File: src/rtl/core/psm_pkg.sv
// Shared constants, codes and controller-to-datapath types for the sample mixer.
package psm_pkg;

   localparam int NUM_VOICES       = 4;
   localparam int NUM_SAMPLE_SLOTS = 8;
   localparam int SAMPLE_MEM_WORDS = 65536;

   localparam int VOICE_AW = (NUM_VOICES > 1) ? $clog2(NUM_VOICES) : 1;
   localparam int SLOT_AW  = (NUM_SAMPLE_SLOTS > 1) ? $clog2(NUM_SAMPLE_SLOTS) : 1;
   localparam int MEM_AW   = $clog2(SAMPLE_MEM_WORDS);
   localparam int CNT_W    = $clog2(NUM_VOICES + 1);
   localparam int SUM_W    = 16 + $clog2(NUM_VOICES);

   localparam logic [16:0] MAX_LEN = 17'd65536;
   localparam logic signed [SUM_W-1:0] AUDIO_MAX = SUM_W'(32767);
   localparam logic signed [SUM_W-1:0] AUDIO_MIN = -SUM_W'(32768);

   typedef logic [MEM_AW-1:0] mem_addr_type;

   typedef enum logic [1:0] {
      REQ_WRITE   = 2'd0,
      REQ_DEFINE  = 2'd1,
      REQ_TRIGGER = 2'd2,
      REQ_TICK    = 2'd3
   } req_op_type;

   typedef enum logic [2:0] {
      ST_IDLE,
      ST_EXEC,
      ST_TICK,
      ST_DRAIN,
      ST_DONE
   } state_type;

   typedef struct packed {
      logic                latch_req;
      logic                exec_op;
      logic                tick_issue;
      logic [VOICE_AW-1:0] tick_voice;
      logic                load_rsp;
   } cmd_type;

endpackage

File: src/rtl/core/psm_ctrl.sv
// Sequencer for the sample mixer: request intake, voice walk on a tick, result handoff.
module psm_ctrl (
   input  logic              clock,
   input  logic              reset,
   input  logic              req_valid,
   output logic              req_ready,
   input  logic [1:0]        req_type,
   output logic              rsp_valid,
   input  logic              rsp_ready,
   output psm_pkg::cmd_type  cmd
);
   import psm_pkg::*;

   state_type           state_ff, state_in;
   logic [VOICE_AW-1:0] voice_ff, voice_in;
   logic                rsp_valid_ff, rsp_valid_in;

   always_ff @(posedge clock) begin
      if (reset) begin
         state_ff     <= ST_IDLE;
         voice_ff     <= '0;
         rsp_valid_ff <= 1'b0;
      end else begin
         state_ff     <= state_in;
         voice_ff     <= voice_in;
         rsp_valid_ff <= rsp_valid_in;
      end
   end

   always_comb begin
      state_in       = state_ff;
      voice_in       = voice_ff;
      rsp_valid_in   = rsp_valid_ff && !rsp_ready;
      req_ready      = 1'b0;
      cmd            = '0;
      cmd.tick_voice = voice_ff;
      unique case (state_ff)
         ST_IDLE: begin
            req_ready = 1'b1;
            if (req_valid) begin
               cmd.latch_req = 1'b1;
               voice_in      = '0;
               state_in      = (req_op_type'(req_type) == REQ_TICK) ? ST_TICK : ST_EXEC;
            end
         end
         ST_EXEC: begin
            cmd.exec_op = 1'b1;
            state_in    = ST_DONE;
         end
         ST_TICK: begin
            // one voice per cycle through the single memory read port
            cmd.tick_issue = 1'b1;
            if (int'(voice_ff) == NUM_VOICES - 1) begin
               state_in = ST_DRAIN;
            end else begin
               voice_in = voice_ff + 1'b1;
            end
         end
         ST_DRAIN: begin
            state_in = ST_DONE;
         end
         ST_DONE: begin
            // hold until the output word is free
            if (!rsp_valid_ff || rsp_ready) begin
               cmd.load_rsp = 1'b1;
               rsp_valid_in = 1'b1;
               state_in     = ST_IDLE;
            end
         end
         default: begin
            state_in = ST_IDLE;
         end
      endcase
   end

   assign rsp_valid = rsp_valid_ff;

endmodule

File: config.mk
export PLATFORM = sky130hd
export DESIGN_NAME = psm_ctrl
export DESIGN_NICKNAME = d
export VERILOG_FILES = /design/src/rtl/core/psm_pkg.sv /design/src/rtl/core/psm_ctrl.sv
export SDC_FILE = /design/constraint.sdc
export NUM_CORES = 1
export LEC_CHECK = 0
export BUFFER_PORTS_ARGS = -buffer_cell sky130_fd_sc_hd__buf_2
export CORE_AREA = 4 4 41 43
export DETAILED_ROUTE_END_ITERATION = 8
export DIE_AREA = 0 0 45 47
export PLACE_DENSITY_LB_ADDON = 0.08
export SYNTH_ARGS = -nofsm -noshare
export SYNTH_HDL_FRONTEND = slang
export SYNTH_SLANG_ARGS = --single-unit
File: constraint.sdc
create_clock -name clock -period 1.1 [get_ports clock]
set_clock_uncertainty 0.1 [all_clocks]
set_input_delay 0.165 -clock clock [delete_from_list [all_inputs] [get_ports clock]]
set_output_delay 0.165 -clock clock [all_outputs]
set_load 0.05 [all_outputs]
==> results of run 1 <==
[worst paths after layout]
check,start,to,slack (ns),cells after the start
min reg2reg,voice_ff[1]$_SDFFE_PP0P_,voice_ff[1]$_SDFFE_PP0P_,0.43,2
max,state_ff[0]$_SDFFE_PP0P_,cmd[5],-0.30,4
max reg2reg,state_ff[1]$_SDFFE_PP0P_,voice_ff[1]$_SDFFE_PP0P_,-0.07,4
min,reset,state_ff[2]$_SDFFE_PP0P_,0.09,2
[worst max-delay path: cells and delay by family (launching register included)]
kind	cells	cell delay (ns)
flip-flops	1	0.35
buffers and inverters	2	0.26
AND/OR/NAND/NOR	2	0.27
[timing repair]
| item | 4_1_cts | 5_1_grt |
|---|---|---|
| gates resized for setup | 32 | 9 |
| pin swaps | 7 | 7 |
| endpoints found under the setup margin | 11 | 11 |
| setup buffers | 2 | 1 |
| gates cloned | 0 | 0 |
[final cells by class]
class                           instances  area (µm²)  area share
Timing Repair Buffer                   24         233       0.321
Tap cell                               15        18.8      0.0259
Multi-Input combinational cell         32         308       0.424
Sequential cell                         6         140       0.193
Clock buffer                            4        26.3      0.0362
[metal layers]
metal / share of wire / track usage / vias to the layer above / wire length, µm
met5: 0 / 0 / - / 0
met4: 0.020 / 0.0702 / 0 / 21
met3: 0.070 / 0.0230 / 2 / 72
met2: 0.47 / 0.189 / 12 / 487
met1: 0.43 / 0.127 / 176 / 448
li1: - / - / 192 / -
[sequential cells by signal, summed over array words and instances (netlist names)]
name       flops
rsp_valid      1
state_ff       3
voice_ff       2
[power groups by stage]
stage | Clock [mW] | Sequential (mW) | Combinational, mW
after floorplan | 0 | 0.241 | 0.129
after global placement | 0 | 0.238 | 0.187
after detailed placement | 0 | 0.239 | 0.190
after CTS | 0.237 | 0.237 | 0.239
after global routing | 0.247 | 0.235 | 0.268
final | 0.230 | 0.234 | 0.253
[cell usage after synthesis, drive strengths merged (2+ instances only)]
cell,instances,area (µm²)
a21oi,3,15.0
nor2b,3,18.8
o21ai,2,10.0
dfxtp,6,120
nand2,2,7.51
and2,3,18.8
buf,3,23.8
nor4,3,33.8
nor2,6,22.5
[metrics by stage]
step	worst slack, ns	std cells	power, mW	setup TNS, ns	hold WS [ns]
2_1_floorplan	-0.417	41	0.370	-0.877	0.124
6_report	-0.300	81	0.717	-1.43	0.0864
5_1_grt	-0.344	81	0.751	-1.83	0.100
4_1_cts	-0.309	81	0.713	-1.60	0.0605
3_5_place_dp	-0.212	75	0.429	-1.14	0.329
3_3_place_gp	-0.176	75	0.425	-0.957	0.320
[cells by family (layout without fill, tap and decap cells)]
| kind of cell | Yosys count | in the layout | synth area share |
|---|---|---|---|
| AND/OR/NAND/NOR | 22 | 22 | 0.384 |
| AO/OA/AOI/OAI | 8 | 8 | 0.134 |
| multiplexers | 1 | 1 | 0.0290 |
| flip-flops | 6 | 6 | 0.348 |
| buffers and inverters | 3 | 28 | 0.0688 |
| adder cells (fa/ha/maj) | 1 | 1 | 0.0362 |
[layout by cell type, fill, tap and decap left out]
| cell type | Yosys | layout |
|---|---|---|
| sky130_fd_sc_hd__nand3_1 | 1 | 1 |
| sky130_fd_sc_hd__nor2_1 | 6 | 1 |
| sky130_fd_sc_hd__nand2_1 | 2 | 2 |
| sky130_fd_sc_hd__buf_8 | 0 | 4 |
| sky130_fd_sc_hd__buf_6 | 1 | 6 |
| sky130_fd_sc_hd__nor2_2 | 0 | 2 |
| sky130_fd_sc_hd__buf_2 | 1 | 5 |
| sky130_fd_sc_hd__and2_4 | 0 | 2 |
| sky130_fd_sc_hd__nor2b_4 | 0 | 2 |
| sky130_fd_sc_hd__buf_12 | 0 | 1 |
| sky130_fd_sc_hd__a21oi_2 | 0 | 1 |
| sky130_fd_sc_hd__nor2_4 | 0 | 3 |
| sky130_fd_sc_hd__buf_4 | 1 | 7 |
| sky130_fd_sc_hd__a22oi_2 | 0 | 1 |
| sky130_fd_sc_hd__nand3b_1 | 1 | 1 |
| sky130_fd_sc_hd__a21oi_1 | 3 | 2 |
| sky130_fd_sc_hd__o31ai_2 | 0 | 1 |
| sky130_fd_sc_hd__nor4_4 | 1 | 2 |
| sky130_fd_sc_hd__dfxtp_2 | 0 | 1 |
| sky130_fd_sc_hd__a31oi_1 | 1 | 1 |
| sky130_fd_sc_hd__nor3_4 | 0 | 1 |
| sky130_fd_sc_hd__or2b_1 | 1 | 1 |
| sky130_fd_sc_hd__dfxtp_4 | 0 | 5 |
| sky130_fd_sc_hd__o21ai_1 | 2 | 2 |
| sky130_fd_sc_hd__nor2b_1 | 3 | 1 |
| sky130_fd_sc_hd__clkbuf_1 | 0 | 1 |
| sky130_fd_sc_hd__and2_1 | 3 | 1 |
| sky130_fd_sc_hd__ha_4 | 0 | 1 |
| sky130_fd_sc_hd__mux2i_1 | 1 | 1 |
| sky130_fd_sc_hd__nor4_2 | 0 | 1 |
| sky130_fd_sc_hd__nand2b_1 | 1 | 1 |
| sky130_fd_sc_hd__clkbuf_4 | 0 | 4 |
==> results.md, run 1 <==
* Run status: complete, but fails checks
* Violations in the final reports: negative setup slack
* Total routed wirelength at roughly 1.0 mm
* Final net count at 74
* H-tree depth reported by CTS at 1
* Area of the core at 1300 µm²
* Portion of total power attributed to the clock network at 0.320
* Clock root cell: sky130_fd_sc_hd__clkbuf_4
* Crit share post-route at 1.27
* Initial antenna violation count at 0
* Synth warnings at 0
* Maximum fanout count along the critical path at 4
* Switching share of total power at 0.331
* Number of synthesized flops with an enable pin at 0
* Number of diodes added for antenna fixing at 0
* Via count at around 380
* Final setup margin at -0.300 ns
* Port-buffer cells at 13
* Critical path, cell by cell: buf_6, nor3_4, and2_4, buf_8
* Upper clock frequency limit at slightly above 700 MHz
* CTS Buffer Depth at 2
* Clock-pin slew on the worst setup and hold paths at 0.04 ns
* Total power density per cell area at just under 1000 nW/µm²
* Number of distinct standard cells referenced by the synthesized netlist at 22
* Required time at the worst-slack endpoint at slightly above 0.8 ns
* # Max-Cap Violations at 0
* Top Ports at 14
* Placement-stage cell area at roughly 530 µm²
* Number of buffers inserted during clock tree synthesis at 3
* Most used flip-flop cell after synthesis: sky130_fd_sc_hd__dfxtp_1
* Crit path max-delay cell type: sky130_fd_sc_hd__dfxtp_4
* Final std cell area, no fill at 726 µm²
* Post-synthesis instance area at 345 µm²
* Area added between synthesis and finish at 110%
* Leakage power of the design at ~0.29 nW
* Detailed-route DRC error count at 0
* Setup CP Type: reg -> out
* Unrepaired setup endpoints after global routing: true
* Initial Utilization at 0.265
* Count of final max-slew check failures at 0
* Number of detailed-route iterations in the first pass at 2
* Post-Syn Nets at 48
* Net Sw Power at roughly 240 µW
* Worst-Skew Late Latency at around 0.25 ns
* Share of synthesized area occupied by flip-flops and latches at 0.348
* Routed vias/inst at ~4.7
* Setup crit end kind: output port
* Hold Fails Final Rpt at 0
* Worst slew margin relative to its limit at 0.858
* Die Width at about 45 µm
* Syn_area_per_cell at roughly 8.4 µm²
* Clk sink count at 6
* Share of cells above drive strength 1 at 0.758
* Minimum clock period after layout at between 1 and 1.5 ns
* Final weighted congestion in routability-driven placement at between 0.7 and 0.8
* VDD IR max at about 0.00054 V
* Fill cell instance count of the final layout at about 120
* Endpoint arrival time on the critical path at about 1.1 ns
* Maximum number of pins on one net before global-route repair at 8
* Hold_buf cts at 0
* Portion of total power attributed to sequential cells at 0.326
* Tightest Pin Transition at around 0.21 ns
* First-pass GRT wire length at 1.68 mm
* Number of synthesized register bits at 6
* Part of the total power dissipated in combinational logic at 0.353
* Global route overflow at 0
* Via count of the first global-routing pass at a little under 400
* TritonCTS clock tree: done
* Final Util at 0.558
* Delay of the slowest cell on the worst path at around 0.35 ns
* # setup viols final at 7
* Post-Syn Instances at 41
* DR iter-0 viols at 2
* Async set-or-reset flop fraction in the synthesized netlist at 0
* Startpoint kind of the worst setup timing path: register
* Detail Placement HPWL at about 760 µm
* Total Die Area at between 2000 and 2500 µm²
* ANT nets after route at 0
* Routed wire per std cell at approximately 13 µm
* Number of core rows at 13
* Hold WC Path Type: in -> reg
* Internal power at roughly 480 µW
* Die span in y at around 47 µm
* Overall Global Routing Usage at 0.111
No activity file was read; power rests on OpenSTA's default activity.
==> run 2: changes to the inputs <==
--- a/config.mk
+++ b/config.mk
@@ -7,6 +7,7 @@
 export LEC_CHECK = 0
 export BUFFER_PORTS_ARGS = -buffer_cell sky130_fd_sc_hd__buf_2
 export CORE_AREA = 4 4 41 43
+export CTS_CLUSTER_DIAMETER = 120
 export DETAILED_ROUTE_END_ITERATION = 8
 export DIE_AREA = 0 0 45 47
 export PLACE_DENSITY_LB_ADDON = 0.08
==> constraint.sdc (replaced) <==
create_clock -name clock -period 1.65 [get_ports clock]
set_clock_uncertainty 0.1 [all_clocks]
set_input_delay 0.2475 -clock clock [delete_from_list [all_inputs] [get_ports clock]]
set_output_delay 0.2475 -clock clock [all_outputs]
set_load 0.05 [all_outputs]
==> results.md, run 2 (synthesis results as in run 1) <==
* R2r setup slk at 0.31 ns (was -0.07 ns)
* Number of core rows at 13 (unchanged)
* Initial Utilization at 0.265 (unchanged)
* Delay of the slowest cell on the worst path at 0.35 ns (about the same)
* Crit share post-route at 0.931
* Placed Instances at 67 (was 75)
* H-tree depth reported by CTS at 1 (unchanged)
* Tightest Pin Transition at 0.244 ns (was 0.213 ns)
* Count of final max-slew check failures at 0 (unchanged)
* Critical path, cell by cell: buf_4, nor2_1, and2_1, buf_6 (was buf_6, nor3_4, and2_4, buf_8)
* Non-filler instance count after layout at 70 (was 81)
* CTS Buffer Depth at 2 (unchanged)
* Die span in y at 47 µm (unchanged)
* Routed vias/inst at 4.76 (was 4.72)
* Crit path max-delay cell type: sky130_fd_sc_hd__dfxtp_2 (was sky130_fd_sc_hd__dfxtp_4)
* Final Util at 0.362 (was 0.558)
* Final weighted congestion in routability-driven placement at 0.794 (was 0.754)
* Upper clock frequency limit at between 600 and 700 MHz
* Required time at the worst-slack endpoint at 1.30 ns (was 0.83 ns)
* Minimum clock period after layout at between 1.5 and 2 ns
* Unrepaired setup endpoints after global routing: false (was true)
* Detail Placement HPWL at 671 µm (was 757 µm)
* Global route overflow at 0 (unchanged)
* Worst Hold Path Cells at 2 (unchanged)
* Worst slew margin relative to its limit at 0.837 (was 0.858)
* Initial antenna violation count at 0 (unchanged)
* Hold_buf cts at 0 (unchanged)
* Fill cell instance count of the final layout at 148 (was 122)
* VDD IR max at 0.000411 V (was 0.000535 V)
* # setup viols final at 0 (was 7)
* Startpoint kind of the worst setup timing path: register (unchanged)
* FF-to-FF path depth at 4 (unchanged)
* ANT nets after route at 0 (unchanged)
* Final net count at 64 (was 74)
* Total power density per cell area at 855 nW/µm² (was 988 nW/µm²)
* Most frequent cells in the layout: 9 x sky130_fd_sc_hd__buf_2, 4 x sky130_fd_sc_hd__nor2_1, 4 x sky130_fd_sc_hd__clkbuf_4 (was 7 x sky130_fd_sc_hd__buf_4, 6 x sky130_fd_sc_hd__buf_6, 5 x sky130_fd_sc_hd__buf_2, 5 x sky130_fd_sc_hd__dfxtp_4)
* Start point of the worst min-delay path: reset (unchanged)
* Clock-pin slew on the worst setup and hold paths at 0.05 ns (was 0.04 ns)
* Number of diodes added for antenna fixing at 0 (unchanged)
* Endpoint arrival time on the critical path at 1.19 ns (was 1.13 ns)
* Maximum number of pins on one net before global-route repair at 12 (was 8)
* Clock root cell: sky130_fd_sc_hd__clkbuf_4 (unchanged)
* Area of the core at 1300 µm² (unchanged)
* Clk sink count at 6 (unchanged)
* Routed wire per std cell at 12.5 µm (was 12.7 µm)
* Number of detailed-route iterations in the first pass at 4 (was 2)
* Maximum fanout count along the critical path at 5 (was 4)
* Top Ports at 14 (unchanged)
* Port-buffer cells at 13 (unchanged)
* TritonCTS clock tree: done (unchanged)
* Worst setup slack before clock tree synthesis at 0.230 ns (was -0.212 ns)
* Share of cells above drive strength 1 at 0.455 (was 0.758)
* Post-CTS Setup Repair Bufs at 0 (was 2)
* Number of flip-flops in the largest register at 3 (unchanged)
* Startpoint of the lowest-slack register-to-register path: voice_ff[0]$_SDFFE_PP0P_ (was state_ff[1]$_SDFFE_PP0P_)
* Top register by number of flip-flops: state_ff (unchanged)
* Most common cell after layout, fill and taps aside: sky130_fd_sc_hd__buf_2 (was sky130_fd_sc_hd__buf_4)
* Hold endpoint: state_ff[2]$_SDFFE_PP0P_ (unchanged)
* Via count of the first global-routing pass at 344 (was 385)
* Total Die Area at 2120 µm² (unchanged)
* Leakage power of the design at 0.215 nW (was 0.295 nW)
* Number of buffers inserted during clock tree synthesis at 3 (unchanged)
* Setup CP Type: reg -> out (unchanged)
* Run status: finished, final reports clean (was complete, but fails checks)
* Detailed-route DRC error count at 0 (unchanged)
* Via count at 333 (was 382)
* DR iter-0 viols at 10 (was 2)
* Hold Fails Final Rpt at 0 (unchanged)
* Area added between synthesis and finish at 36.2% (was 110%)
* Final setup margin at 0.113 ns (was -0.300 ns)
* # Max-Cap Violations at 0 (unchanged)
* First-pass GRT wire length at 1.51 mm (was 1.68 mm)
* RR Endpoint: voice_ff[1]$_SDFFE_PP0P_ (unchanged)
* Hold WC Path Type: in -> reg (unchanged)
* Setup crit end kind: output port (unchanged)
* Total routed wirelength at 873 µm (was 1.03 mm)
* Die Width at 45 µm (unchanged)
* Overall Global Routing Usage at 0.0998 (was 0.111)
* Worst-Skew Late Latency at 0.24 ns (was 0.25 ns)
run 2: changes by cell type in the layout (fill, tap and decap cells not counted), moves of 3 or more:
cell,previous run,this run
sky130_fd_sc_hd__buf_6,6,1
sky130_fd_sc_hd__dfxtp_4,5,0
sky130_fd_sc_hd__buf_2,5,9
sky130_fd_sc_hd__buf_4,7,3
sky130_fd_sc_hd__buf_8,4,0
sky130_fd_sc_hd__dfxtp_1,0,3
sky130_fd_sc_hd__nor2_1,1,4
sky130_fd_sc_hd__nor2_4,3,0
run 2: worst max-delay path by stage:
stage,startpoint,endpoint,slack [ns],cells past startpoint
after floorplan,state_ff[2]$_SDFFE_PP0P_,cmd[4],-0.04,3
after global placement,state_ff[2]$_SDFFE_PP0P_,cmd[4],0.24,3
after detailed placement,state_ff[2]$_SDFFE_PP0P_,cmd[3],0.23,3
after CTS,state_ff[1]$_SDFFE_PP0P_,cmd[5],0.002,3
after global routing,state_ff[0]$_SDFFE_PP0P_,cmd[3],0.03,4
final,state_ff[0]$_SDFFE_PP0P_,cmd[3],0.11,4
run 2: layout make-up:
| cell class | instances | area [µm²] | share of cell area |
|---|---|---|---|
| Sequential cell | 6 | 124 | 0.263 |
| Clock buffer | 3 | 22.5 | 0.0479 |
| Multi-Input combinational cell | 32 | 219 | 0.465 |
| Timing Repair Buffer | 14 | 86.3 | 0.184 |
| Tap cell | 15 | 18.8 | 0.0399 |
run 2: where the power goes:
group	internal (mW)	leakage [nW]	total (mW)	switching [mW]
sequential	0.152	0.0501	0.164	0.0122
combinational	0.0391	0.151	0.103	0.0639
clock	0.0823	0.0138	0.135	0.0531
total	0.273	0.215	0.402	0.129
run 2: critical path: cells and delay by family (launching register included):
kind,cells,cell delay [ns]
buf+inv,2,0.32
simple gates,2,0.27
flops,1,0.35
run 2: timing repair:
action / 4_1_cts / 5_1_grt
endpoints found under the hold margin: 0 / 0
gates resized for setup: 4 / 5
endpoints found under the setup margin: 3 / 4
run 2: layer usage:
metal | global-route usage | share of wire
met1 | 0.119 | 0.45
met2 | 0.141 | 0.45
met3 | 0.0690 | 0.099
met4 | 0.0351 | 0
met5 | 0 | 0
run 2: metrics by stage:
step / hold WS, ns / power (mW) / instance area, µm² / setup TNS [ns]
final: 0.156 / 0.402 / 470 / 0
after CTS: 0.147 / 0.407 / 459 / 0
after detailed placement: 0.400 / 0.264 / 428 / 0
after floorplan: 0.217 / 0.242 / 360 / -0.0720
after global routing: 0.160 / 0.425 / 470 / 0
after global placement: 0.389 / 0.263 / 428 / 0
==> run 3: changes to the inputs <==
--- a/config.mk
+++ b/config.mk
@@ -10,6 +10,7 @@
 export CTS_CLUSTER_DIAMETER = 120
 export DETAILED_ROUTE_END_ITERATION = 8
 export DIE_AREA = 0 0 45 47
+export MAX_ROUTING_LAYER = met4
 export PLACE_DENSITY_LB_ADDON = 0.08
 export SYNTH_ARGS = -nofsm -noshare
 export SYNTH_HDL_FRONTEND = slang
==> results.md, run 3 (synthesis results as in run 1) <==
* Run status: finished, final reports clean (unchanged)
* Final net count at 64 (unchanged)
* Non-filler instance count after layout at 70 (unchanged)
* Sequential cell area at 124 µm² (unchanged)
* Leakage power of the design at 0.215 nW (unchanged)
* CTS Buffer Depth at 2 (unchanged)
* VDD IR max at 0.000410 V (was 0.000411 V)
* # Max-Cap Violations at 0 (unchanged)
* Final weighted congestion in routability-driven placement at 0.806 (was 0.794)
* Final std cell area, no fill at 470 µm² (unchanged)
* Start point of the critical path: state_ff[0]$_SDFFE_PP0P_ (unchanged)
* Startpoint of the lowest-slack register-to-register path: voice_ff[0]$_SDFFE_PP0P_ (unchanged)
* Routed vias/inst at 4.79 (was 4.76)
* Worst-Skew Late Latency at 0.24 ns (about the same)
* Maximum number of pins on one net before global-route repair at 12 (unchanged)
* Number of flip-flops in the largest register at 3 (unchanged)
* Unrepaired setup endpoints after global routing: false (unchanged)
* Area added between synthesis and finish at 36.2% (unchanged)
* Count of final max-slew check failures at 0 (unchanged)
* Via count at 335 (was 333)
* TritonCTS clock tree: done (unchanged)
* Clock root cell: sky130_fd_sc_hd__clkbuf_4 (unchanged)
* Overall Global Routing Usage at 0.103 (was 0.0998)
* Required time at the worst-slack endpoint at 1.30 ns (about the same)
* Number of buffers inserted during clock tree synthesis at 3 (unchanged)
* Total routed wirelength at 876 µm (was 873 µm)
* Initial Utilization at 0.265 (unchanged)
* Placed Instances at 67 (unchanged)
* Share of cells above drive strength 1 at 0.455 (unchanged)
* Top register by number of flip-flops: state_ff (unchanged)
* Worst setup slack before clock tree synthesis at 0.230 ns (unchanged)
* Endpoint arrival time on the critical path at 1.19 ns (about the same)
* Clock-pin slew on the worst setup and hold paths at 0.05 ns (about the same)
* Most common cell after layout, fill and taps aside: sky130_fd_sc_hd__buf_2 (unchanged)
* Clk sink count at 6 (unchanged)
* Post-CTS Setup Repair Bufs at 0 (unchanged)
* DR iter-0 viols at 8 (was 10)
* Hold WC Path Type: in -> reg (unchanged)
* FF-to-FF path depth at 4 (unchanged)
* Setup crit end kind: output port (unchanged)
* Global route overflow at 0 (unchanged)
* Total power density per cell area at 855 nW/µm² (about the same)
* Final setup margin at 0.114 ns (was 0.113 ns)
* Hold_buf cts at 0 (unchanged)
* Final Util at 0.362 (unchanged)
* Startpoint kind of the worst setup timing path: register (unchanged)
* Tightest Pin Transition at 0.244 ns (about the same)
* Via count of the first global-routing pass at 344 (unchanged)
* Total Die Area at 2120 µm² (unchanged)
* RR Endpoint: voice_ff[1]$_SDFFE_PP0P_ (unchanged)
* ANT nets after route at 0 (unchanged)
* Minimum clock period after layout at 1.54 ns (about the same)
* Setup CP Type: reg -> out (unchanged)
* H-tree depth reported by CTS at 1 (unchanged)
* First-pass GRT wire length at 1.50 mm (was 1.51 mm)
* Port-buffer cells at 13 (unchanged)
* Placement-stage cell area at 428 µm² (unchanged)
* Top Ports at 14 (unchanged)
* Die Width at 45 µm (unchanged)
* Number of diodes added for antenna fixing at 0 (unchanged)
* Most frequent cells in the layout: 9 x sky130_fd_sc_hd__buf_2, 4 x sky130_fd_sc_hd__nor2_1, 4 x sky130_fd_sc_hd__clkbuf_4 (unchanged)
* Crit share post-route at 0.931 (about the same)
* Number of core rows at 13 (unchanged)
* Fill cell instance count of the final layout at 148 (unchanged)
* Area of the multi-input gates at 219 µm² (unchanged)
* Post-cts sizing count at 4 (unchanged)
* Hold Fails Final Rpt at 0 (unchanged)
* Routed wire per std cell at 12.5 µm (about the same)
* Worst slew margin relative to its limit at 0.837 (about the same)
* Worst setup path endpoint: cmd[3] (unchanged)
* Detailed-route DRC error count at 0 (unchanged)
* Die span in y at 47 µm (unchanged)
* Detail Placement HPWL at 671 µm (unchanged)
* Post-layout power at 402 µW (about the same)
* Initial antenna violation count at 0 (unchanged)
* Number of detailed-route iterations in the first pass at 4 (unchanged)
* # setup viols final at 0 (unchanged)
* Area of the core at 1300 µm² (unchanged)
* R2r setup slk at 0.31 ns (about the same)
* Maximum fanout count along the critical path at 5 (unchanged)
* Upper clock frequency limit at 651 MHz (about the same)
-- run 3: per-stage QoR --
stage / setup TNS [ns] / hold slack (ns)
after floorplan: -0.0720 / 0.217
after global placement: 0 / 0.389
after detailed placement: 0 / 0.400
after CTS: 0 / 0.147
after global routing: 0 / 0.160
final: 0 / 0.156
-- run 3: power by group --
part	internal [mW]	switching [mW]	leakage (nW)	total [mW]
registers	0.152	0.0122	0.0501	0.164
logic	0.0391	0.0639	0.151	0.103
clock network	0.0823	0.0530	0.0138	0.135
total	0.273	0.129	0.215	0.402
-- run 3: final cells by class --
cell class	instances	share of cell area
well taps	15	0.0399
clock buffers	3	0.0479
repair buffers	14	0.184
multi-input cells	32	0.465
flip-flops and latches	6	0.263
-- run 3: routing by layer --
layer  vias up  GRT usage  share of wire
met4         0     0.0351         0.0068
met2        13      0.141           0.44
met5         -          -              0
met1       149      0.119           0.45
met3         2     0.0690          0.099
li1        171          -              -
-- run 3: worst max-delay path: stages (launching register included) --
cell	delay, ns
sky130_fd_sc_hd__dfxtp_2	0.35
sky130_fd_sc_hd__buf_4	0.16
sky130_fd_sc_hd__nor2_1	0.12
sky130_fd_sc_hd__and2_1	0.15
sky130_fd_sc_hd__buf_6	0.16
-- run 3: how the worst min path moves through the flow --
stage	from	endpoint	slack (ns)	depth (start not counted)
6_report	reset	state_ff[2]$_SDFFE_PP0P_	0.16	2
5_1_grt	reset	state_ff[2]$_SDFFE_PP0P_	0.16	2
4_1_cts	reset	state_ff[2]$_SDFFE_PP0P_	0.15	2
3_5_place_dp	voice_ff[1]$_SDFFE_PP0P_	voice_ff[1]$_SDFFE_PP0P_	0.40	2
3_3_place_gp	voice_ff[1]$_SDFFE_PP0P_	voice_ff[1]$_SDFFE_PP0P_	0.39	2
2_1_floorplan	reset	state_ff[2]$_SDFFE_PP0P_	0.22	1
